==> src/rtl/cspr_pkg.sv <==
// Shared types and codes for the crosspoint shadow/restore controller.
`default_nettype none

package cspr_pkg;

  // Field widths fixed by the transaction format
  localparam int unsigned OP_W   = 2;
  localparam int unsigned ROW_W  = 4;
  localparam int unsigned COL_W  = 3;
  localparam int unsigned ADDR_W = 7;

  // Operation codes
  localparam logic [OP_W-1:0] OP_SWITCH  = 2'd0;
  localparam logic [OP_W-1:0] OP_CLEAR   = 2'd1;
  localparam logic [OP_W-1:0] OP_SAVE    = 2'd2;
  localparam logic [OP_W-1:0] OP_RESTORE = 2'd3;

  // Result kinds
  localparam logic KIND_SWITCH = 1'b0;
  localparam logic KIND_RESET  = 1'b1;

  // Update request from the sequencer to the map store
  typedef struct packed {
    logic             set_bit;
    logic             clear_all;
    logic             save_all;
    logic             restore_row;
    logic [ROW_W-1:0] row;
    logic [COL_W-1:0] col;
    logic             bit_val;
  } map_cmd_t;

endpackage

`default_nettype wire

==> src/rtl/cspr_in_if.sv <==
// Input channel: one crosspoint operation per transaction.
`default_nettype none

interface cspr_in_if;
  logic                        valid;
  logic                        ready;
  logic [cspr_pkg::OP_W-1:0]  op;
  logic [cspr_pkg::ROW_W-1:0] row;
  logic [cspr_pkg::COL_W-1:0] col;
  logic                        turn_on;

  modport source (output valid, output op, output row, output col, output turn_on,
                  input ready);
  modport sink (input valid, input op, input row, input col, input turn_on,
                output ready);
endinterface

`default_nettype wire

==> src/rtl/cspr_out_if.sv <==
// Output channel: one chip command per transaction.
`default_nettype none

interface cspr_out_if;
  logic                         valid;
  logic                         ready;
  logic                         kind;
  logic [cspr_pkg::ROW_W-1:0]  out_row;
  logic [cspr_pkg::COL_W-1:0]  out_col;
  logic                         connect;
  logic [cspr_pkg::ADDR_W-1:0] address_word;
  logic                         last;

  modport source (output valid, output kind, output out_row, output out_col,
                  output connect, output address_word, output last, input ready);
  modport sink (input valid, input kind, input out_row, input out_col,
                input connect, input address_word, input last, output ready);
endinterface

`default_nettype wire

==> src/rtl/crosspoint_shadow_restore_unit.sv <==
// Switch and clear give their command from the output register in the cycle after the transaction is taken.
// Restore scans one column per cycle while the output register is free, one command per differing point.
// Save and no-op transactions give no command.
// Throughput: one transaction per cycle except restore, which holds input ready low for its scan.
// Input waits while the output register holds an untaken command.
// Reset (rst_ni low, asynchronous) clears the shadow map, the snapshot and all control.
`default_nettype none

module crosspoint_shadow_restore_unit #(
  parameter int unsigned ROWS = 16,
  parameter int unsigned COLS = 8
) (
  input  wire logic  clk_i,
  input  wire logic  rst_ni,
  cspr_in_if.sink    item_i,
  cspr_out_if.source result_o
);

  cspr_pkg::map_cmd_t         map_cmd;
  logic [cspr_pkg::ROW_W-1:0] rd_row;
  logic [COLS-1:0]            shadow_row;
  logic [COLS-1:0]            saved_row;

  // Sequencer with output register
  cspr_scan #(
    .ROWS (ROWS),
    .COLS (COLS)
  ) u_scan (
    .clk_i        (clk_i),
    .rst_ni       (rst_ni),
    .item_i       (item_i),
    .result_o     (result_o),
    .cmd_o        (map_cmd),
    .rd_row_o     (rd_row),
    .shadow_row_i (shadow_row),
    .saved_row_i  (saved_row)
  );

  // Shadow and snapshot maps
  cspr_map_store #(
    .ROWS (ROWS),
    .COLS (COLS)
  ) u_maps (
    .clk_i        (clk_i),
    .rst_ni       (rst_ni),
    .cmd_i        (map_cmd),
    .rd_row_i     (rd_row),
    .shadow_row_o (shadow_row),
    .saved_row_o  (saved_row)
  );

endmodule

`default_nettype wire

==> src/rtl/cspr_map_store.sv <==
// Shadow map and saved snapshot storage with point, row and whole-map updates.
`default_nettype none

module cspr_map_store #(
  parameter int unsigned ROWS = 16,
  parameter int unsigned COLS = 8
) (
  input  wire logic                        clk_i,
  input  wire logic                        rst_ni,
  input  wire cspr_pkg::map_cmd_t          cmd_i,
  input  wire logic [cspr_pkg::ROW_W-1:0]  rd_row_i,
  output logic      [COLS-1:0]             shadow_row_o,
  output logic      [COLS-1:0]             saved_row_o
);

  localparam int unsigned RowAw = (ROWS > 1) ? $clog2(ROWS) : 1;
  localparam int unsigned ColAw = (COLS > 1) ? $clog2(COLS) : 1;

  logic [COLS-1:0] shadow_q [ROWS];
  logic [COLS-1:0] saved_q  [ROWS];

  logic [RowAw-1:0] wr_idx;
  logic [RowAw-1:0] rd_idx;
  logic [ColAw-1:0] bit_idx;

  assign wr_idx  = cmd_i.row[RowAw-1:0];
  assign rd_idx  = rd_row_i[RowAw-1:0];
  assign bit_idx = cmd_i.col[ColAw-1:0];

  // Read the addressed row of both maps
  assign shadow_row_o = shadow_q[rd_idx];
  assign saved_row_o  = saved_q[rd_idx];

  // Update shadow: clear all, set/clear one point, or take back a saved row
  always_ff @(posedge clk_i or negedge rst_ni) begin
    if (!rst_ni) begin
      for (int r = 0; r < ROWS; r++) shadow_q[r] <= '0;
    end else if (cmd_i.clear_all) begin
      for (int r = 0; r < ROWS; r++) shadow_q[r] <= '0;
    end else if (cmd_i.set_bit) begin
      shadow_q[wr_idx][bit_idx] <= cmd_i.bit_val;
    end else if (cmd_i.restore_row) begin
      shadow_q[wr_idx] <= saved_q[wr_idx];
    end
  end

  // Snapshot the whole shadow map
  always_ff @(posedge clk_i or negedge rst_ni) begin
    if (!rst_ni) begin
      for (int r = 0; r < ROWS; r++) saved_q[r] <= '0;
    end else if (cmd_i.save_all) begin
      for (int r = 0; r < ROWS; r++) saved_q[r] <= shadow_q[r];
    end
  end

endmodule

`default_nettype wire

==> src/rtl/cspr_scan.sv <==
// Operation sequencer: decodes transactions, scans restore rows a column per cycle while the output is free.
`default_nettype none

module cspr_scan #(
  parameter int unsigned ROWS = 16,
  parameter int unsigned COLS = 8
) (
  input  wire logic                        clk_i,
  input  wire logic                        rst_ni,
  cspr_in_if.sink                          item_i,
  cspr_out_if.source                       result_o,
  output cspr_pkg::map_cmd_t               cmd_o,
  output logic      [cspr_pkg::ROW_W-1:0]  rd_row_o,
  input  wire logic [COLS-1:0]             shadow_row_i,
  input  wire logic [COLS-1:0]             saved_row_i
);

  localparam logic ST_IDLE = 1'b0;
  localparam logic ST_SCAN = 1'b1;

  logic state_q, state_d;

  logic [COLS-1:0]            diff_q, diff_d;
  logic [COLS-1:0]            tgt_q, tgt_d;
  logic [cspr_pkg::COL_W-1:0] col_q, col_d;
  logic [cspr_pkg::ROW_W-1:0] row_q, row_d;

  logic                        out_vld_q, out_vld_d;
  logic                        out_load;
  logic                        kind_q, kind_d;
  logic [cspr_pkg::ROW_W-1:0] orow_q, orow_d;
  logic [cspr_pkg::COL_W-1:0] ocol_q, ocol_d;
  logic                        conn_q, conn_d;
  logic                        last_q, last_d;

  logic            out_free;
  logic            accept;
  logic            row_ok;
  logic            col_ok;
  logic            step;
  logic [COLS-1:0] diff_now;
  logic            rest_zero;

  assign out_free = !out_vld_q || result_o.ready;
  assign item_i.ready = (state_q == ST_IDLE) && out_free;
  assign accept = item_i.valid && item_i.ready;

  assign row_ok = {1'b0, item_i.row} < (cspr_pkg::ROW_W + 1)'(ROWS);
  assign col_ok = {1'b0, item_i.col} < (cspr_pkg::COL_W + 1)'(COLS);

  assign rd_row_o = item_i.row;
  assign diff_now = shadow_row_i ^ saved_row_i;

  // Scan advances while the output register is free; rest_zero: nothing differs above the current column
  assign step      = (state_q == ST_SCAN) && out_free;
  assign rest_zero = (diff_q[COLS-1:1] == '0);

  // Map updates follow accepted operations
  always_comb begin
    cmd_o.set_bit     = accept && (item_i.op == cspr_pkg::OP_SWITCH) && row_ok && col_ok;
    cmd_o.clear_all   = accept && (item_i.op == cspr_pkg::OP_CLEAR);
    cmd_o.save_all    = accept && (item_i.op == cspr_pkg::OP_SAVE);
    cmd_o.restore_row = accept && (item_i.op == cspr_pkg::OP_RESTORE) && row_ok;
    cmd_o.row         = item_i.row;
    cmd_o.col         = item_i.col;
    cmd_o.bit_val     = item_i.turn_on;
  end

  // Sequencer and output register next state
  always_comb begin
    state_d   = state_q;
    diff_d    = diff_q;
    tgt_d     = tgt_q;
    col_d     = col_q;
    row_d     = row_q;
    out_vld_d = out_vld_q && !result_o.ready;
    out_load  = 1'b0;
    kind_d    = kind_q;
    orow_d    = orow_q;
    ocol_d    = ocol_q;
    conn_d    = conn_q;
    last_d    = last_q;

    if (cmd_o.set_bit) begin
      out_load = 1'b1;
      kind_d   = cspr_pkg::KIND_SWITCH;
      orow_d   = item_i.row;
      ocol_d   = item_i.col;
      conn_d   = item_i.turn_on;
      last_d   = 1'b1;
    end else if (cmd_o.clear_all) begin
      out_load = 1'b1;
      kind_d   = cspr_pkg::KIND_RESET;
      orow_d   = '0;
      ocol_d   = '0;
      conn_d   = 1'b0;
      last_d   = 1'b1;
    end else if (cmd_o.restore_row) begin
      // Latch the row difference and the snapshot; scan only if anything differs
      diff_d = diff_now;
      tgt_d  = saved_row_i;
      col_d  = '0;
      row_d  = item_i.row;
      if (diff_now != '0) state_d = ST_SCAN;
    end else if (step) begin
      // Advance one column; emit when it differs
      diff_d = diff_q >> 1;
      tgt_d  = tgt_q >> 1;
      col_d  = col_q + 1'b1;
      if (diff_q[0]) begin
        out_load = 1'b1;
        kind_d   = cspr_pkg::KIND_SWITCH;
        orow_d   = row_q;
        ocol_d   = col_q;
        conn_d   = tgt_q[0];
        last_d   = rest_zero;
        if (rest_zero) state_d = ST_IDLE;
      end
    end

    if (out_load) out_vld_d = 1'b1;
  end

  // Control registers
  always_ff @(posedge clk_i or negedge rst_ni) begin
    if (!rst_ni) begin
      state_q   <= ST_IDLE;
      out_vld_q <= 1'b0;
    end else begin
      state_q   <= state_d;
      out_vld_q <= out_vld_d;
    end
  end

  // Payload registers
  always_ff @(posedge clk_i) begin
    diff_q <= diff_d;
    tgt_q  <= tgt_d;
    col_q  <= col_d;
    row_q  <= row_d;
    kind_q <= kind_d;
    orow_q <= orow_d;
    ocol_q <= ocol_d;
    conn_q <= conn_d;
    last_q <= last_d;
  end

  assign result_o.valid        = out_vld_q;
  assign result_o.kind         = kind_q;
  assign result_o.out_row      = orow_q;
  assign result_o.out_col      = ocol_q;
  assign result_o.connect      = conn_q;
  assign result_o.address_word = {ocol_q, orow_q};
  assign result_o.last         = last_q;

`ifndef SYNTHESIS
  // A scan only runs while some column still differs
  a_scan_has_work: assert property (@(posedge clk_i) disable iff (!rst_ni)
    state_q == ST_SCAN |-> diff_q != '0)
    else $error("scan running with no differing column");

  // No new transaction is taken while a row scan runs
  a_busy_in_scan: assert property (@(posedge clk_i) disable iff (!rst_ni)
    state_q == ST_SCAN |-> !item_i.ready)
    else $error("input ready during row scan");

  // A pending final command means the scan has finished
  a_last_ends_scan: assert property (@(posedge clk_i) disable iff (!rst_ni)
    out_vld_q && last_q |-> state_q == ST_IDLE)
    else $error("final command pending while scan still running");

  // Chip reset commands are always single and carry a zero address
  a_reset_cmd: assert property (@(posedge clk_i) disable iff (!rst_ni)
    out_vld_q && kind_q == cspr_pkg::KIND_RESET |-> last_q && result_o.address_word == '0)
    else $error("malformed chip reset command");
`endif

endmodule

`default_nettype wire

==> src/flat_wrapper.sv <==
// flat-port wrapper written by rule: the top's interface ports become plain ports
module crosspoint_shadow_restore_unit_flat 
#(
  parameter int unsigned ROWS = 16,
  parameter int unsigned COLS = 8
)
  (clk_i, rst_ni, item_i_valid, item_i_op, item_i_row, item_i_col, item_i_turn_on, item_i_ready, result_o_valid, result_o_kind, result_o_out_row, result_o_out_col, result_o_connect, result_o_address_word, result_o_last, result_o_ready);
  cspr_in_if item_i_i ();
  cspr_out_if result_o_i ();
  input  wire logic clk_i;
  input  wire logic rst_ni;
  input wire logic [$bits(item_i_i.valid)-1:0] item_i_valid;
  input wire logic [$bits(item_i_i.op)-1:0] item_i_op;
  input wire logic [$bits(item_i_i.row)-1:0] item_i_row;
  input wire logic [$bits(item_i_i.col)-1:0] item_i_col;
  input wire logic [$bits(item_i_i.turn_on)-1:0] item_i_turn_on;
  output wire logic [$bits(item_i_i.ready)-1:0] item_i_ready;
  output wire logic [$bits(result_o_i.valid)-1:0] result_o_valid;
  output wire logic [$bits(result_o_i.kind)-1:0] result_o_kind;
  output wire logic [$bits(result_o_i.out_row)-1:0] result_o_out_row;
  output wire logic [$bits(result_o_i.out_col)-1:0] result_o_out_col;
  output wire logic [$bits(result_o_i.connect)-1:0] result_o_connect;
  output wire logic [$bits(result_o_i.address_word)-1:0] result_o_address_word;
  output wire logic [$bits(result_o_i.last)-1:0] result_o_last;
  input wire logic [$bits(result_o_i.ready)-1:0] result_o_ready;
  assign item_i_i.valid = item_i_valid;
  assign item_i_i.op = item_i_op;
  assign item_i_i.row = item_i_row;
  assign item_i_i.col = item_i_col;
  assign item_i_i.turn_on = item_i_turn_on;
  assign item_i_ready = item_i_i.ready;
  assign result_o_valid = result_o_i.valid;
  assign result_o_kind = result_o_i.kind;
  assign result_o_out_row = result_o_i.out_row;
  assign result_o_out_col = result_o_i.out_col;
  assign result_o_connect = result_o_i.connect;
  assign result_o_address_word = result_o_i.address_word;
  assign result_o_last = result_o_i.last;
  assign result_o_i.ready = result_o_ready;
  crosspoint_shadow_restore_unit #(.ROWS(ROWS), .COLS(COLS)) u_core (.clk_i(clk_i), .rst_ni(rst_ni), .item_i(item_i_i), .result_o(result_o_i));
endmodule
==> config.mk <==
export PLATFORM = sky130hd
export DESIGN_NAME = crosspoint_shadow_restore_unit_flat
export DESIGN_NICKNAME = d
export VERILOG_FILES = /design/src/rtl/cspr_pkg.sv /design/src/rtl/cspr_in_if.sv /design/src/rtl/cspr_out_if.sv /design/src/rtl/crosspoint_shadow_restore_unit.sv /design/src/rtl/cspr_map_store.sv /design/src/rtl/cspr_scan.sv /design/src/flat_wrapper.sv
export SDC_FILE = /design/constraint.sdc
export NUM_CORES = 1
export LEC_CHECK = 0
export BUFFER_PORTS_ARGS = -buffer_cell sky130_fd_sc_hd__buf_2
export CAP_MARGIN = 20
export CORE_MARGIN = 8
export CORE_UTILIZATION = 45
export DETAILED_ROUTE_END_ITERATION = 16
export SLEW_MARGIN = 20
export SYNTH_ARGS = -nofsm -noshare
export SYNTH_HDL_FRONTEND = slang
export SYNTH_SLANG_ARGS = --single-unit
==> constraint.sdc <==
create_clock -name clk_i -period 6.6 [get_ports clk_i]
set_clock_uncertainty 0.1 [all_clocks]
set_input_delay 0.66 -clock clk_i [delete_from_list [all_inputs] [get_ports clk_i]]
set_output_delay 0.66 -clock clk_i [all_outputs]
set_load 0.1 [all_outputs]
==> impl_metrics.prom, run 1 <==
# TYPE chip_impl_metric gauge
chip_impl_metric{name="drc",unit=""} 0
chip_impl_metric{name="cts_repair_resize_count",unit=""} 0
chip_impl_metric{name="clk_transition_reported_paths",unit="ns"} 0.06
chip_impl_metric{name="first_pass_drt_iterations",unit=""} 5
chip_impl_metric{name="summed_instance_area_of_the_synthesized_netlist",unit="µm²"} 15000
chip_impl_metric{name="gpl.final_weighted_congestion",unit=""} 0.817
chip_impl_metric{name="clkLatencyLatePin",unit="ns"} 0.52
chip_impl_info{name="cts_tree",value="yes"} 1
chip_impl_metric{name="seq_area",unit="µm²"} 7430
chip_impl_metric{name="worst_pin_slew",unit="ns"} 1.13
chip_impl_metric{name="floorplan.initialDensity",unit="%"} 45.3
chip_impl_metric{name="grt_pass1_wl",unit="mm"} 65.5
chip_impl_info{name="crit_path_cell_trace",value="buf_4, buf_4, nand2b_1, nor2_2, nor2_1, a21oi_1, nor2_1, a211oi_1"} 1
chip_impl_metric{name="core_area",unit="µm²"} 33200
chip_impl_metric{name="relSlewSlack",unit="%"} 24.1
chip_impl_metric{name="postSynthCellCount",unit=""} 1327
chip_impl_metric{name="critical_path.max_stage_delay",unit="ns"} 0.84
chip_impl_metric{name="die_y",unit="µm"} 199
chip_impl_info{name="hold_class",value="in -> reg"} 1
chip_impl_metric{name="buffer_ports.inserted",unit=""} 32
chip_impl_metric{name="dp.final_hpwl",unit="mm"} 25.8
chip_impl_metric{name="min_period",unit="ns"} 3.52
chip_impl_metric{name="multiInputGateArea",unit="µm²"} 7000
chip_impl_metric{name="cp_data_arrival_time",unit="ns"} 3.84
chip_impl_metric{name="layout.filler_cells",unit=""} 2932
chip_impl_metric{name="fin_cells",unit=""} 1778
chip_impl_metric{name="h-tree-depth",unit=""} 2
chip_impl_metric{name="vdd.ir_drop.worst",unit="mV"} 0.422
chip_impl_metric{name="cts_made_buffers",unit=""} 34
chip_impl_info{name="ctsRootBufferMaster",value="sky130_fd_sc_hd__clkbuf_16"} 1
chip_impl_metric{name="worst-r2r-cell-count",unit=""} 7
chip_impl_info{name="rsz_0062_raised_after_global_routing",value="no"} 1
chip_impl_metric{name="drt_iter0_drc",unit=""} 1033
chip_impl_metric{name="netlist-cell-type-count",unit=""} 48
chip_impl_metric{name="timing_max_transition_violations_final",unit=""} 0
chip_impl_metric{name="power.static_leakage",unit="µW"} 0.00664
chip_impl_metric{name="max_clock_buf_depth",unit=""} 3
chip_impl_info{name="timing.hold.worst_endpoint",value="u_core.u_scan.result_o.kind$_SDFFE_PN0P_"} 1
chip_impl_metric{name="report.final.setup_viol",unit=""} 0
chip_impl_metric{name="cp.required",unit="ns"} 6.93
chip_impl_metric{name="die_w",unit="µm"} 199
chip_impl_info{name="outcome",value="finished, final reports clean"} 1
chip_impl_metric{name="worst-path-buf-inv",unit=""} 2
chip_impl_info{name="critPathCaptureType",value="register"} 1
chip_impl_metric{name="num-nets-final",unit=""} 1320
chip_impl_metric{name="floorplan.die_area",unit="µm²"} 39500
chip_impl_metric{name="wl_per_cell",unit="µm"} 23.5
chip_impl_metric{name="drv_cap",unit=""} 0
chip_impl_info{name="startpoint_type",value="input pin"} 1
chip_impl_metric{name="synth_warnings",unit=""} 0
chip_impl_metric{name="vias_per_cell",unit=""} 6.16
chip_impl_info{name="worst_r2r_endpoint",value="u_core.u_maps.shadow_q[104]$_DFFE_PN0P_"} 1
chip_impl_info{name="r2r_start",value="u_core.u_scan.result_o.valid$_DFF_PN0_"} 1
chip_impl_metric{name="vias",unit=""} 11000
chip_impl_metric{name="fin_setup_tns",unit="ns"} 0
chip_impl_metric{name="largest_net_degree_at_the_start_of_global_routing",unit=""} 131
chip_impl_info{name="worst_hold_startpoint",value="item_i_op[1]"} 1
chip_impl_metric{name="diodes_inserted",unit=""} 0
chip_impl_metric{name="timing.hold.worst_path_depth",unit=""} 2
chip_impl_metric{name="floorplan.rows",unit=""} 67
chip_impl_metric{name="antenna_found_initial",unit=""} 0
chip_impl_metric{name="totalWireLength",unit="mm"} 41.9
chip_impl_metric{name="power.density_cell_area",unit="nW/µm²"} 422
chip_impl_metric{name="synthToLayoutAreaGrowth",unit="%"} 10.7
chip_impl_metric{name="pin_count",unit=""} 33
chip_impl_info{name="timing_worst_setup_path_type",value="in -> reg"} 1
chip_impl_metric{name="holdWs",unit="ns"} 0.292
chip_impl_info{name="critical_path.slowest_cell",value="sky130_fd_sc_hd__nor2_2"} 1
chip_impl_metric{name="timing_hold_violations_final",unit=""} 0
chip_impl_metric{name="synth_nets",unit=""} 1342
chip_impl_metric{name="drtAntennaViolNets",unit=""} 0
chip_impl_metric{name="synth-seq-cells",unit=""} 291
chip_impl_metric{name="worst-path-max-fanout",unit=""} 47
chip_impl_metric{name="numClockSinks",unit=""} 291
chip_impl_metric{name="syn_avg_cell_area",unit="µm²"} 11.3
chip_impl_info{name="critPathTopFamily",value="simple AND/OR/NAND/NOR gates"} 1
chip_impl_metric{name="grt_usage",unit="%"} 21.6
chip_impl_metric{name="layout_cells_sized_above_1",unit="%"} 26.7
chip_impl_metric{name="seq_area_frac_synth",unit="%"} 49.4
chip_impl_metric{name="min_period_over_period",unit="%"} 53.3
chip_impl_metric{name="maxClockFrequency",unit="MHz"} 284
chip_impl_metric{name="place.detailed.instances",unit=""} 1713
chip_impl_metric{name="grt-ovfl-total",unit=""} 0
chip_impl_metric{name="r2r_setup_slack",unit="ns"} 3.35
chip_impl_metric{name="grt_pass1_vias",unit=""} 10900
stage by stage:
stage / cell area, µm² / utilization, % / power (µW) / setup WS, ns
after floorplan: 15000 / - / 4560 / 2.47
after global placement: 15400 / 46.4 / 5070 / 2.54
after detailed placement: 15400 / 46.4 / 5130 / 2.53
after CTS: 16500 / 49.8 / 7050 / 3.07
after global routing: 16600 / 50.1 / 7370 / 2.72
final: 16600 / 50.1 / 7010 / 3.08
layer usage:
layer | vias up | wire length [µm] | track usage (%)
met5 | - | 0 | 0
li1 | 4908 | - | -
met2 | 439 | 19600 | 34.3
met1 | 5525 | 18000 | 29.4
met4 | 0 | 1420 | 8.70
met3 | 81 | 2790 | 3.33
sequential cells by signal (all words and copies together), names as in the netlist, 3 cells and up:
name / cells
u_core.u_maps.saved_q: 128
u_core.u_scan.tgt_q: 8
u_core.u_scan.row_q: 4
u_core.u_maps.shadow_q: 128
u_core.u_scan.result_o.out_row: 4
u_core.u_scan.diff_q: 8
u_core.u_scan.result_o.out_col: 3
u_core.u_scan.col_q: 3
report_power, final:
| part | leakage [µW] | switching [µW] | internal, µW |
|---|---|---|---|
| registers | 0.00373 | 468 | 2560 |
| logic | 0.00236 | 1200 | 883 |
| clock network | 0.000555 | 746 | 1150 |
| total | 0.00664 | 2420 | 4600 |
synthesized netlist by cell type, drive strengths merged:
cell | n | area, µm²
a211oi | 128 | 961
a21boi | 1 | 7.51
a21oi | 271 | 1400
a22oi | 32 | 240
and2 | 3 | 18.8
buf | 70 | 455
clkbuf | 56 | 210
dfrtp | 258 | 6460
dfxtp | 2 | 40.0
edfxtp | 31 | 931
ha | 1 | 12.5
inv | 2 | 7.50
mux2 | 135 | 1520
mux4 | 64 | 1450
nand2 | 32 | 123
nand2b | 15 | 96.3
nand3 | 5 | 30.0
nand3b | 1 | 7.51
nand4 | 4 | 40.0
nand4b | 1 | 8.76
nor2 | 170 | 641
nor2b | 3 | 18.8
nor3 | 10 | 80.1
nor4 | 2 | 27.5
o21ai | 17 | 96.4
o21bai | 1 | 7.51
o31ai | 2 | 33.8
or2 | 1 | 6.26
xnor2 | 9 | 101
how the worst max path moves through the flow:
| stage | end | cells past startpoint | startpoint |
|---|---|---|---|
| 4_1_cts | u_core.u_maps.shadow_q[103]$_DFFE_PN0P_ | 7 | item_i_row[0] |
| 3_5_place_dp | u_core.u_maps.shadow_q[52]$_DFFE_PN0P_ | 8 | item_i_row[0] |
| 3_3_place_gp | u_core.u_maps.shadow_q[52]$_DFFE_PN0P_ | 8 | item_i_row[0] |
| 5_1_grt | u_core.u_maps.shadow_q[48]$_DFFE_PN0P_ | 8 | item_i_row[0] |
| 2_1_floorplan | u_core.u_scan.col_q[0]$_SDFFCE_PP0P_ | 6 | u_core.u_scan.result_o.valid$_DFF_PN0_ |
| 6_report | u_core.u_maps.shadow_q[54]$_DFFE_PN0P_ | 8 | item_i_row[0] |
cell families (layout without fill, tap and decap cells):
logic type	after synthesis	after routing	synth area share, %
AOI/OAI and AO/OA	452	452	18.3
xor gates and xnor gates	9	9	0.675
adders and majority gates	1	1	0.0833
buffers and inverters	128	131	4.48
DFF	291	291	49.4
muxes	199	199	19.7
and+or+nand+nor	247	247	7.30
worst reg2reg max path, stage by stage, from the launching register on:
cell and delay (ns):
sky130_fd_sc_hd__dfrtp_1 0.38, sky130_fd_sc_hd__nand2b_2 0.14, sky130_fd_sc_hd__nand4_4 0.65, sky130_fd_sc_hd__or2_1 0.58, sky130_fd_sc_hd__o31ai_2 0.62, sky130_fd_sc_hd__buf_4 0.34, sky130_fd_sc_hd__a21oi_1 0.10, sky130_fd_sc_hd__a211oi_1 0.26
repair_timing:
item | CTS | global route
setup endpoints to repair | 0 | 0
endpoints found under the hold margin | 0 | 34
buffers inserted | 0 | 0
hold buffers | 0 | 1
final cells by class:
type | instances | area share [%]
Sequential cell | 291 | 44.7
Multi-Input combinational cell | 908 | 42.1
Inverter | 2 | 0.0452
Tap cell | 448 | 3.37
Clock inverter | 10 | 0.625
Timing Repair Buffer | 68 | 3.03
Clock buffer | 51 | 6.18
cell usage in the layout, fill, tap and decap left out, types with 4 or more instances in the layout:
master                      netlist  layout
sky130_fd_sc_hd__nor3_1           4       4
sky130_fd_sc_hd__nand3_1          4       4
sky130_fd_sc_hd__xnor2_1          6       6
sky130_fd_sc_hd__o21ai_0         10      10
sky130_fd_sc_hd__a22oi_1         32      32
sky130_fd_sc_hd__clkinv_2         0       4
sky130_fd_sc_hd__nor2_2           1      10
sky130_fd_sc_hd__a21oi_1        263     263
sky130_fd_sc_hd__dfrtp_1        258     258
sky130_fd_sc_hd__nor2_1         169     160
sky130_fd_sc_hd__edfxtp_1        31      31
sky130_fd_sc_hd__mux4_2          63      63
sky130_fd_sc_hd__a21oi_2          6       6
sky130_fd_sc_hd__nand2_1         31      31
sky130_fd_sc_hd__clkbuf_1        56       8
sky130_fd_sc_hd__clkbuf_8         0       7
sky130_fd_sc_hd__nand2b_1        14      14
sky130_fd_sc_hd__buf_2           45      29
sky130_fd_sc_hd__o21ai_1          4       4
sky130_fd_sc_hd__nor3_4           0       6
sky130_fd_sc_hd__mux2_2         135     135
sky130_fd_sc_hd__clkbuf_16        0      36
sky130_fd_sc_hd__buf_4           18      33
sky130_fd_sc_hd__a211oi_1       128     128
Power figures use the tool's default switching activity.
==> run 2, diff against run 1 <==
- clock period: 6.6 -> 3.5 ns (I/O delays scaled with it)
==> run 2 against run 1 <==
- final cell count rose by 2.4%
- flip-flop and latch count unchanged
- final area increased by 2.2%
- utilization rose by 1.1 points
- combinational power rose by 93%
- routed wire length grew 6.3%
- critical path depth unchanged
==> impl_metrics.prom, run 2 (synthesis results as in run 1) <==
# TYPE chip_impl_metric gauge
chip_impl_metric{name="r2r_setup_slack",unit="ns"} 0.59
chip_impl_info{name="critPathCaptureType",value="register"} 1
chip_impl_metric{name="totalWireLength",unit="mm"} 44.5
chip_impl_metric{name="power_report.internal_total",unit="µW"} 8640
chip_impl_metric{name="placed_area",unit="µm²"} 15900
chip_impl_info{name="hold_class",value="in -> reg"} 1
chip_impl_metric{name="largest_net_degree_at_the_start_of_global_routing",unit=""} 129
chip_impl_info{name="cp_common_cell",value="sky130_fd_sc_hd__nor2_1"} 1
chip_impl_metric{name="maxClockFrequency",unit="MHz"} 344
chip_impl_metric{name="drc",unit=""} 0
chip_impl_metric{name="diodes_inserted",unit=""} 0
chip_impl_metric{name="vias_per_cell",unit=""} 6.24
chip_impl_metric{name="fin_setup_tns",unit="ns"} 0
chip_impl_metric{name="share_clk_of_total_power",unit="%"} 26.5
chip_impl_metric{name="fin_cells",unit=""} 1821
chip_impl_metric{name="floorplan.die_area",unit="µm²"} 39500
chip_impl_metric{name="relSlewSlack",unit="%"} 24.8
chip_impl_info{name="worst_hold_startpoint",value="result_o_ready"} 1
chip_impl_metric{name="floorplan.rows",unit=""} 67
chip_impl_info{name="crit_start",value="u_core.u_scan.state_q$_DFFE_PN0P_"} 1
chip_impl_info{name="mostFrequentLayoutCells",value="263 x sky130_fd_sc_hd__a21oi_1, 258 x sky130_fd_sc_hd__dfrtp_1, 153 x sky130_fd_sc_hd__nor2_1"} 1
chip_impl_metric{name="h-tree-depth",unit=""} 2
chip_impl_metric{name="vdd.ir_drop.worst",unit="mV"} 0.779
chip_impl_metric{name="gpl.final_weighted_congestion",unit=""} 0.875
chip_impl_metric{name="timing_hold_violations_final",unit=""} 0
chip_impl_info{name="outcome",value="finished, final reports clean"} 1
chip_impl_metric{name="final_cell_area",unit="µm²"} 17000
chip_impl_metric{name="netSwitchingPower",unit="µW"} 4560
chip_impl_metric{name="die_w",unit="µm"} 199
chip_impl_metric{name="drv_cap",unit=""} 0
chip_impl_metric{name="grt_pass1_wl",unit="mm"} 69.1
chip_impl_metric{name="pin_count",unit=""} 33
chip_impl_metric{name="critical_path.max_stage_delay",unit="ns"} 0.85
chip_impl_metric{name="drt_iter0_drc",unit=""} 1140
chip_impl_metric{name="grt_pass1_vias",unit=""} 11200
chip_impl_metric{name="cp.required",unit="ns"} 3.77
chip_impl_metric{name="buffer_ports.inserted",unit=""} 32
chip_impl_metric{name="worst-path-max-fanout",unit=""} 20
chip_impl_metric{name="min_period_over_period",unit="%"} 83.0
chip_impl_metric{name="worst_pin_slew",unit="ns"} 1.12
chip_impl_info{name="timing_worst_setup_path_type",value="reg -> reg"} 1
chip_impl_metric{name="place.detailed.instances",unit=""} 1758
chip_impl_metric{name="power.density_cell_area",unit="nW/µm²"} 776
chip_impl_metric{name="synthToLayoutAreaGrowth",unit="%"} 13.1
chip_impl_metric{name="die_y",unit="µm"} 199
chip_impl_info{name="cts_tree",value="yes"} 1
chip_impl_metric{name="timing.hold.worst_path_depth",unit=""} 3
chip_impl_metric{name="sequential_fraction_of_design_power",unit="%"} 43.1
chip_impl_metric{name="dp.final_hpwl",unit="mm"} 28.0
chip_impl_metric{name="power.combinational.fraction",unit="%"} 30.4
chip_impl_info{name="ctsRootBufferMaster",value="sky130_fd_sc_hd__clkbuf_16"} 1
chip_impl_metric{name="clkLatencyLatePin",unit="ns"} 0.51
chip_impl_metric{name="max_clock_buf_depth",unit=""} 3
chip_impl_metric{name="timing_max_transition_violations_final",unit=""} 0
chip_impl_metric{name="worst-r2r-cell-count",unit=""} 8
chip_impl_metric{name="vias",unit=""} 11400
chip_impl_info{name="worst_r2r_endpoint",value="u_core.u_maps.shadow_q[68]$_DFFE_PN0P_"} 1
chip_impl_metric{name="min_period",unit="ns"} 2.91
chip_impl_metric{name="grt_usage",unit="%"} 22.7
chip_impl_metric{name="cp_data_arrival_time",unit="ns"} 3.18
chip_impl_info{name="mostFrequentLayoutCell",value="sky130_fd_sc_hd__a21oi_1"} 1
chip_impl_metric{name="layout_cells_sized_above_1",unit="%"} 29.6
chip_impl_metric{name="grt-ovfl-total",unit=""} 0
chip_impl_metric{name="power.static_leakage",unit="µW"} 0.00686
chip_impl_metric{name="wl_per_cell",unit="µm"} 24.4
chip_impl_info{name="reg.largest.list",value="u_core.u_maps.saved_q: 128 flops, u_core.u_maps.shadow_q: 128 flops"} 1
chip_impl_info{name="r2r_start",value="u_core.u_scan.state_q$_DFFE_PN0P_"} 1
chip_impl_metric{name="num-nets-final",unit=""} 1363
chip_impl_info{name="startpoint_type",value="register"} 1
chip_impl_info{name="crit_path_cell_trace",value="inv_1, and2_1, nand3_2, buf_12, nor2_1, a21oi_1, nor2_1, a211oi_1"} 1
chip_impl_info{name="critical_path.slowest_cell",value="sky130_fd_sc_hd__nor2_1"} 1
chip_impl_metric{name="core_area",unit="µm²"} 33200
chip_impl_metric{name="first_pass_drt_iterations",unit=""} 6
chip_impl_metric{name="power.share.switching",unit="%"} 34.5
chip_impl_metric{name="cts.repair_timing.setup_buffer_count",unit=""} 0
chip_impl_metric{name="report.final.setup_viol",unit=""} 0
chip_impl_info{name="timing.hold.worst_endpoint",value="u_core.u_scan.result_o.valid$_DFF_PN0_"} 1
chip_impl_metric{name="floorplan.initialDensity",unit="%"} 45.3
chip_impl_metric{name="antenna_found_initial",unit=""} 0
chip_impl_metric{name="clk_transition_reported_paths",unit="ns"} 0.06
chip_impl_metric{name="cts_made_buffers",unit=""} 34
chip_impl_metric{name="drtAntennaViolNets",unit=""} 0
chip_impl_info{name="rsz_0062_raised_after_global_routing",value="no"} 1
chip_impl_metric{name="numClockSinks",unit=""} 291
run 2: cell types whose count changed in the layout (fill, tap and decap cells not counted), sizes merged:
cell         delta
buf            +42
bufinv          -1
clkbuf          +2
clkinv          -1
dlygate4sd3     +1
run 2: routing by layer:
metal  GRT usage, %  vias up  wire (µm)
li1               -     4987          -
met1           32.5     5794      19300
met2           33.6      478      19600
met3           4.23       96       3900
met4           9.22        0       1720
met5              0        -          0
run 2: per-stage QoR:
stage / hold WS (ns) / worst slack (ns) / utilization, % / total power, µW
after floorplan: -0.0456 / 0.251 / - / 8610
after global placement: 0.356 / 0.437 / 47.7 / 9610
after detailed placement: 0.363 / 0.412 / 47.8 / 9710
after CTS: 0.103 / 0.695 / 51.2 / 13200
after global routing: 0.135 / 0.489 / 51.2 / 13800
final: 0.117 / 0.595 / 51.2 / 13200
run 2: timing repair:
item                      CTS  global route
gates resized for setup     0             0
hold endpoints to repair   96             0
hold buffers                2             0
run 2: how the worst max path moves through the flow:
stage / cells past startpoint / endpoint / slack, ns
final: 8 / u_core.u_maps.shadow_q[68]$_DFFE_PN0P_ / 0.59
after global routing: 8 / u_core.u_maps.shadow_q[70]$_DFFE_PN0P_ / 0.49
after global placement: 9 / u_core.u_scan.state_q$_DFFE_PN0P_ / 0.44
after floorplan: 6 / u_core.u_scan.col_q[0]$_SDFFCE_PP0P_ / 0.25
after detailed placement: 7 / u_core.u_maps.shadow_q[49]$_DFFE_PN0P_ / 0.41
after CTS: 8 / u_core.u_maps.shadow_q[68]$_DFFE_PN0P_ / 0.70
run 2: power groups by stage:
stage	clock network, µW	logic (µW)	registers [µW]
floorplan	0	2820	5790
global placement	0	3910	5700
detailed placement	0	3990	5710
CTS	3550	4000	5670
global route	3700	4300	5840
finish	3500	4010	5690
run 2: area by class of cell:
cell class / count / area, µm²
multi-input combinational: 908 / 7020
inverter: 2 / 7.51
sequential: 291 / 7430
clock buffer: 53 / 1020
tap: 448 / 561
fill: 2929 / 16200
timing repair buffer: 111 / 886
clock inverter: 8 / 71.3
run 2: worst max-delay path: cells and delay by family, from the launching register on:
family                 cells  cell delay [ns]
buffers and inverters      2             0.48
AO/OA/AOI/OAI              2             0.14
flip-flops                 1             0.42
AND/OR/NAND/NOR            4             1.63
